<file path="src/rtl/assert_macros.svh">
// Assertion helpers shared by the RTL.
`ifndef ASSERT_MACROS_SVH
`define ASSERT_MACROS_SVH

// Same-cycle implication, checked outside reset.
`define AM_IMP(lbl, clk, rstn, a, c) \
    lbl: assert property (@(posedge clk) disable iff (!(rstn)) (a) |-> (c)) \
        else $error("assertion failed");

// Next-cycle implication, checked outside reset.
`define AM_NEXT(lbl, clk, rstn, a, c) \
    lbl: assert property (@(posedge clk) disable iff (!(rstn)) (a) |=> (c)) \
        else $error("assertion failed");

`endif

</file>
<file path="src/rtl/mlpa_pkg.sv">
package mlpa_pkg;

    localparam int INPUT_COUNT       = 35;
    localparam int LAYER_ONE_WIDTH   = 128;
    localparam int LAYER_TWO_WIDTH   = 64;
    localparam int LAYER_THREE_WIDTH = 32;
    localparam int PARAM_DEPTH       = 16384;
    localparam int HEAD_COUNT        = 5;

    localparam int PA_W  = $clog2(PARAM_DEPTH);
    localparam int PTR_W = 18;
    localparam int CNT_W = 9;
    localparam int HEAD_W = 3;

    localparam int MAX_AB = (LAYER_ONE_WIDTH > LAYER_TWO_WIDTH) ?
                            LAYER_ONE_WIDTH : LAYER_TWO_WIDTH;
    localparam int MAX_CD = (LAYER_THREE_WIDTH > INPUT_COUNT) ?
                            LAYER_THREE_WIDTH : INPUT_COUNT;
    localparam int BUF_DEPTH = (MAX_AB > MAX_CD) ? MAX_AB : MAX_CD;
    localparam int BUF_W  = (BUF_DEPTH > 1) ? $clog2(BUF_DEPTH) : 1;
    localparam int FEAT_W = (INPUT_COUNT > 1) ? $clog2(INPUT_COUNT) : 1;

    localparam logic [1:0] CMD_LOAD_PARAM   = 2'd0;
    localparam logic [1:0] CMD_LOAD_FEATURE = 2'd1;
    localparam logic [1:0] CMD_RUN          = 2'd2;

    localparam logic signed [63:0] ACT_MAX = 64'sd8388607;
    localparam logic signed [63:0] ACT_MIN = -64'sd8388608;

    typedef struct packed {
        logic [1:0]         command;
        logic [13:0]        address;
        logic signed [23:0] value;
    } t_in_word;

    typedef struct packed {
        logic [1:0] fwd_pick;
        logic [1:0] side_pick;
        logic [2:0] turn_pick;
        logic       fire_action;
        logic       use_action;
    } t_out_word;

    typedef struct packed {
        logic     valid;
        t_in_word word;
    } t_queue;

    function automatic int head_size(input logic [HEAD_W-1:0] h);
        int n;
        case (h)
            3'd0:    n = 3;
            3'd1:    n = 3;
            3'd2:    n = 5;
            default: n = 2;
        endcase
        return n;
    endfunction

endpackage

</file>
<file path="src/rtl/mlpa_front.sv">
module mlpa_front import mlpa_pkg::*; (
    input  logic     i_clk,
    input  logic     i_rst_n,
    input  logic     start,
    input  t_in_word i_word,
    output logic     busy,
    output t_queue   o_q,
    input  logic     i_q_ready
);

    localparam int QUEUE_DEPTH = 2;
    localparam int QP_W = $clog2(QUEUE_DEPTH);

    t_in_word                r_mem [QUEUE_DEPTH];
    logic [QP_W-1:0]         r_wp, r_rp;
    logic [QP_W:0]           r_count;
    logic                    push, pop;

    assign busy = (r_count == (QP_W + 1)'(QUEUE_DEPTH));
    // drop the unused command code here
    assign push = start && !busy &&
                  (i_word.command inside {CMD_LOAD_PARAM, CMD_LOAD_FEATURE, CMD_RUN});
    assign o_q.valid = (r_count != '0);
    assign o_q.word  = r_mem[r_rp];
    assign pop = o_q.valid && i_q_ready;

    always_ff @(posedge i_clk) begin
        if (push) begin
            r_mem[r_wp] <= i_word;
        end
    end

    always_ff @(posedge i_clk) begin
        if (!i_rst_n) begin
            r_wp    <= '0;
            r_rp    <= '0;
            r_count <= '0;
        end else begin
            if (push) r_wp <= r_wp + 1'b1;
            if (pop)  r_rp <= r_rp + 1'b1;
            r_count <= r_count + (QP_W + 1)'(push) - (QP_W + 1)'(pop);
        end
    end

endmodule

</file>
<file path="config.mk">
export PLATFORM = sky130hd
export DESIGN_NAME = mlpa_front
export DESIGN_NICKNAME = d
export VERILOG_FILES = /design/src/rtl/assert_macros.svh /design/src/rtl/mlpa_pkg.sv /design/src/rtl/mlpa_front.sv
export SDC_FILE = /design/constraint.sdc
export NUM_CORES = 1
export LEC_CHECK = 0
export ABC_AREA = 1
export BUFFER_PORTS_ARGS = -buffer_cell sky130_fd_sc_hd__buf_2
export CAP_MARGIN = 15
export CORE_MARGIN = 2
export CORE_UTILIZATION = 35
export DETAILED_ROUTE_END_ITERATION = 8
export PLACE_DENSITY_LB_ADDON = 0.08
export SLEW_MARGIN = 0
export SYNTH_ARGS = -nofsm -noshare
export SYNTH_HDL_FRONTEND = slang
export SYNTH_SLANG_ARGS = --single-unit
</file>
<file path="constraint.sdc">
create_clock -name i_clk -period 4.59 [get_ports i_clk]
set_clock_uncertainty 0.05 [all_clocks]
set_input_delay 1.377 -clock i_clk [delete_from_list [all_inputs] [get_ports i_clk]]
set_output_delay 1.377 -clock i_clk [all_outputs]
set_load 0.005 [all_outputs]
</file>
# After elaboration in Yosys (flattened, before gate mapping)
# Memory sizes are Yosys's and may differ from the RTL's. A register that Yosys moved wholly into a read port is not among the register bits.
# Index checks and enable logic that the tools add are counted.
# totals
mem_bits_rw	80
word_cells	22
output_inout_bits	42
mem_count	1
reg_bits	4
in_bits	44
# op_classes
n_eq_ne	3
reduce_logical	7
n_addsub	4
muxes	4
# mem_list
memory	words	word_bits	rd	rd_clocked_by_memory_dff	wr	line_no	source
r_mem	2	40	1	1	1	mlpa_front.sv:14	t_in_word r_mem [QUEUE_DEPTH];
# ops
op	n
$eq 2x2->1 const B	2
$mux 1	4
$logic_and 1x1->1	3
$reduce_bool 3->1	1
$add 1x1->1 const B	2
$add 2x1->2	1
$eq 2x1->1 const B	1
$logic_not 2->1	1
$reduce_bool 2->1	1
$sub 2x1->2	1
$logic_not 1->1	1

# Logic depth before layout (Yosys ltp)
# depth
ltp_word	6
ltp_mapped	12

# Worst setup path before layout
# No wires, ideal clock.
# synth_timing
path_type	input to register
from	in i_word[38] in the netlist's numbering
to	mem r_mem[0][0] in the netlist's numbering (enable)
setup_slack_ns	0.751
t_arrival_ns	3.352
setup_time_ns	0.438
required_time_ns	4.102
cell_stages	5
path_cell_list	nand2_1 -> nand2_1 -> nor2_1 -> inv_1 -> nor2_1
# synth_between
elab_chain_len	5
# synth_rtl
element	line_no	source
start: declaration	mlpa_front.sv:5	input t_in_word i_word,
$eq 2x1->1, or another cell as far along	mlpa_front.sv:22	(i_word.command inside {CMD_LOAD_PARAM, CMD_LOAD_FEATURE, CMD_RUN});
$reduce_bool 3->1 *	mlpa_front.sv:22	
$logic_and 1x1->1 *	mlpa_front.sv:21	assign push = start && !busy &&
$mux 1 *	mlpa_front.sv:28	if (push) begin
$mux 1 (not written as such) *	mlpa_front.sv:29	r_mem[r_wp] <= i_word;
end: declaration	mlpa_front.sv:14	
# Mark *: on every way between the ends. The rest lies on a longest branch, timed or not.

==> flow_summary.toml <==
[sta]
rsz0062_at_grt = "false"
setup_viol = 0
finalSetupTns_ns = 0
finalCritPeriodShare_pct = 73.0
finalMaxSlewViolations = 0
hold_viol_final = 0
worst_slack_ns = 1.24
hold_ws_ns = 0.459
worst-slew-pin-transition_ns = 1.02
max-slew-margin-rel_pct = 31.8
min_period_ns = 3.35
fmax_ghz = 0.299

[power]
power_density_nw_per_um2 = 474
p_leak_uw = 0.00145
switching_power_uw = 480
total_power_uw = 1820
ir_worst_vdd_v = 0.000271
intPower_uw = 1340
p_seq_share_pct = 55.7
sw_frac_of_total_pct = 26.3
pwr-share-clk_pct = 24.0
power_frac_comb_pct = 20.3

[critical_path]
r2r_cells = 6
r2r_end = "r_mem[0][27]$_DFFE_PP_"
r2r-start = "r_count[1]$_SDFF_PN0_"
crit_required_ns = 3.16
r2r_setup_slack_ns = 2.56
cp-end-kind = "output pin"
crit_fanout = 40
slowest_stage = "dfxtp_2"
critPathArrivalTime_ns = 1.92
path_cells = "mux2_2 -> buf_2"
max_stage_delay_ns = 1.01
worst_setup_path_start_kind = "flop"
critPathKind = "reg2out"

[synthesis]
yosys.area.top_type_share_pct = 76.2
synth_area_sq_um = 3150
syn_inst = 163
yosysWarnings = 0
syn_nets = 209
yosys_most_used_dff = "edfxtp_1"
synth_most_common_cell = "edfxtp_1"
syn_area_per_cell_sq_um = 19.3
yosysSeqAreaShare_pct = 79.4
ys_ff_latch = 85
synth_edf_count = 80
synth.distinct_cells = 12
async_reset_ff_share_pct = 0
yosys-top-cells-count = "edfxtp_1 (80), mux2_2 (40), nand2_1 (10), nor2_1 (9), inv_1 (8)"
synth_area_leader_cell = "edfxtp_1"
synth_area_leaders = "edfxtp_1 (76%), mux2_2 (14%), dfxtp_1 (3.2%), buf_6 (1.4%), nand2_1 (1.2%)"

[clock_network]
hold_buffers = 0
clk_path_buf_depth = 2
cts_sinks = 85
ctsHtreeMaxLevel = 3
cts_buffers = 9
clock-root-buffer = "clkbuf_8"
cts.reportedPaths.clkPinSlew_ns = 0.08
clock_latency_ns = 0.34
cts_tree = "yes"
cts_setup_buffers = 0
cts.repair.resized = 0

[worst_hold_path]
hp-class = "reg2reg"
min_delay_path_depth = 2
holdCritStartpoint = "r_rp$_SDFFE_PN0P_"

[route]
drtIter0Drc = 72
wire_per_inst_um = 15.3
m1WireLength_mm = 2.63
drt-total-wl_mm = 5.64
wl_met3_um = 299
dr_wl_met2_mm = 2.61
drt_first_pass_iters = 4
vias_per_cell = 4.49
ant_nets = 0
route.detailed.drc = 0
topRoutingLayerUsed = "met4"
vias = 1657

[cells_and_area]
syn2layout_area_growth_pct = 22.1
drive_above_1_share_pct = 54.8
multi_input_area_sq_um = 583
fillerInstances = 797
diodes = 0
nNetsFinal = 303
ff_latch_area_sq_um = 2500
layout.cells.non_filler = 369

[floorplan]
core_sq_um = 8720
start_util_pct = 36.2
dieArea_sq_um = 9780
die_h_um = 98.9
ios = 86
row_count = 34
die_w_um = 98.9

[global_routing]
grt_pass1_wl_mm = 8.89
grt_max_degree = 41
antenna_found_initial = 0
grt_pass1_vias = 1697
grt_usage_pct = 12.2
gr-total-overflow = 0

[placed_design]
place_ws_ns = 1.35
dpl.hpwl_mm = 3.51
io_buffers = 85
dp_cells = 354
place.gp.congestion = 0.674

[flow_run]
maxCapViolations = 0

[outcome]
status = "finished clean"
-- metrics by stage --
| stage | utilization (%) | instance area (sq um) |
|---|---|---|
| 6_report | 44.1 | 3850 |
| 3_3_place_gp | 42.3 | 3690 |
| 5_1_grt | 44.1 | 3850 |
| 2_1_floorplan | - | 3150 |
| 3_5_place_dp | 42.3 | 3690 |
| 4_1_cts | 44.1 | 3850 |
-- worst max-delay path by stage --
stage	from	end	slack [ns]
global route	flop	o_q[28]	1.09
floorplan	i_word[38]	r_mem[0][0]$_DFFE_PP_	0.75
finish	flop	o_q[28]	1.24
CTS	flop	o_q[19]	1.16
global placement	i_word[38]	r_mem[0][38]$_DFFE_PP_	1.38
detailed placement	i_word[39]	r_mem[0][38]$_DFFE_PP_	1.35
-- layer usage --
layer / up-vias / GRT usage [%]
met5: - / 0
met4: 0 / 6.32
met3: 8 / 3.69
met2: 49 / 18.1
met1: 800 / 16.2
li1: 800 / -
-- worst max-delay path: cells and delay by family, from the launching register on --
| kind | cells | cell delay, ns |
|---|---|---|
| muxes | 1 | 0.43 |
| buffers and inverters | 1 | 0.13 |
| DFF | 1 | 1.01 |
-- sequential cells by signal (all words and copies together) (netlist names), named ones only --
| name | count |
|---|---|
| r_mem | 80 |
| r_wp | 1 |
| r_rp | 1 |
| r_count | 2 |
-- power by group through the flow --
stage	sequential (uW)	combinational [uW]	clock [uW]
after detailed placement	1040	377	0
after floorplan	991	260	0
after global placement	1040	378	0
after CTS	1020	381	456
after global routing	1030	411	492
final	1020	370	438
-- kinds of logic (layout without fill, tap and decap cells) --
| logic type | after synthesis | count (layout) | share of synthesized area (%) |
|---|---|---|---|
| muxes | 40 | 40 | 14.3 |
| and+or+nand+nor | 22 | 22 | 2.78 |
| DFF | 85 | 85 | 79.4 |
| adders and majority gates | 2 | 2 | 0.794 |
| buffers and inverters | 12 | 110 | 2.38 |
| AOI/OAI and AO/OA | 2 | 2 | 0.397 |
-- cell usage in the layout (no fill, tap or decap), types with 2 or more instances in the layout --
master,count
buf_4,2
edfxtp_1,80
nand2_1,10
dfxtp_1,4
mux2_2,40
buf_2,85
nand3_1,2
clkbuf_8,9
clkinv_2,2
ha_1,2
nor2_1,8
inv_1,7
clkinvlp_4,2
-- layout make-up --
type | instances | area share [%]
tap | 108 | 3.51
clock buffer | 10 | 3.32
clock inverter | 5 | 0.748
multi-input combinational | 66 | 15.1
timing repair buffer | 87 | 11.4
inverter | 8 | 0.780
sequential | 85 | 65.1
Note: power is estimated with default switching activity, not from simulation.
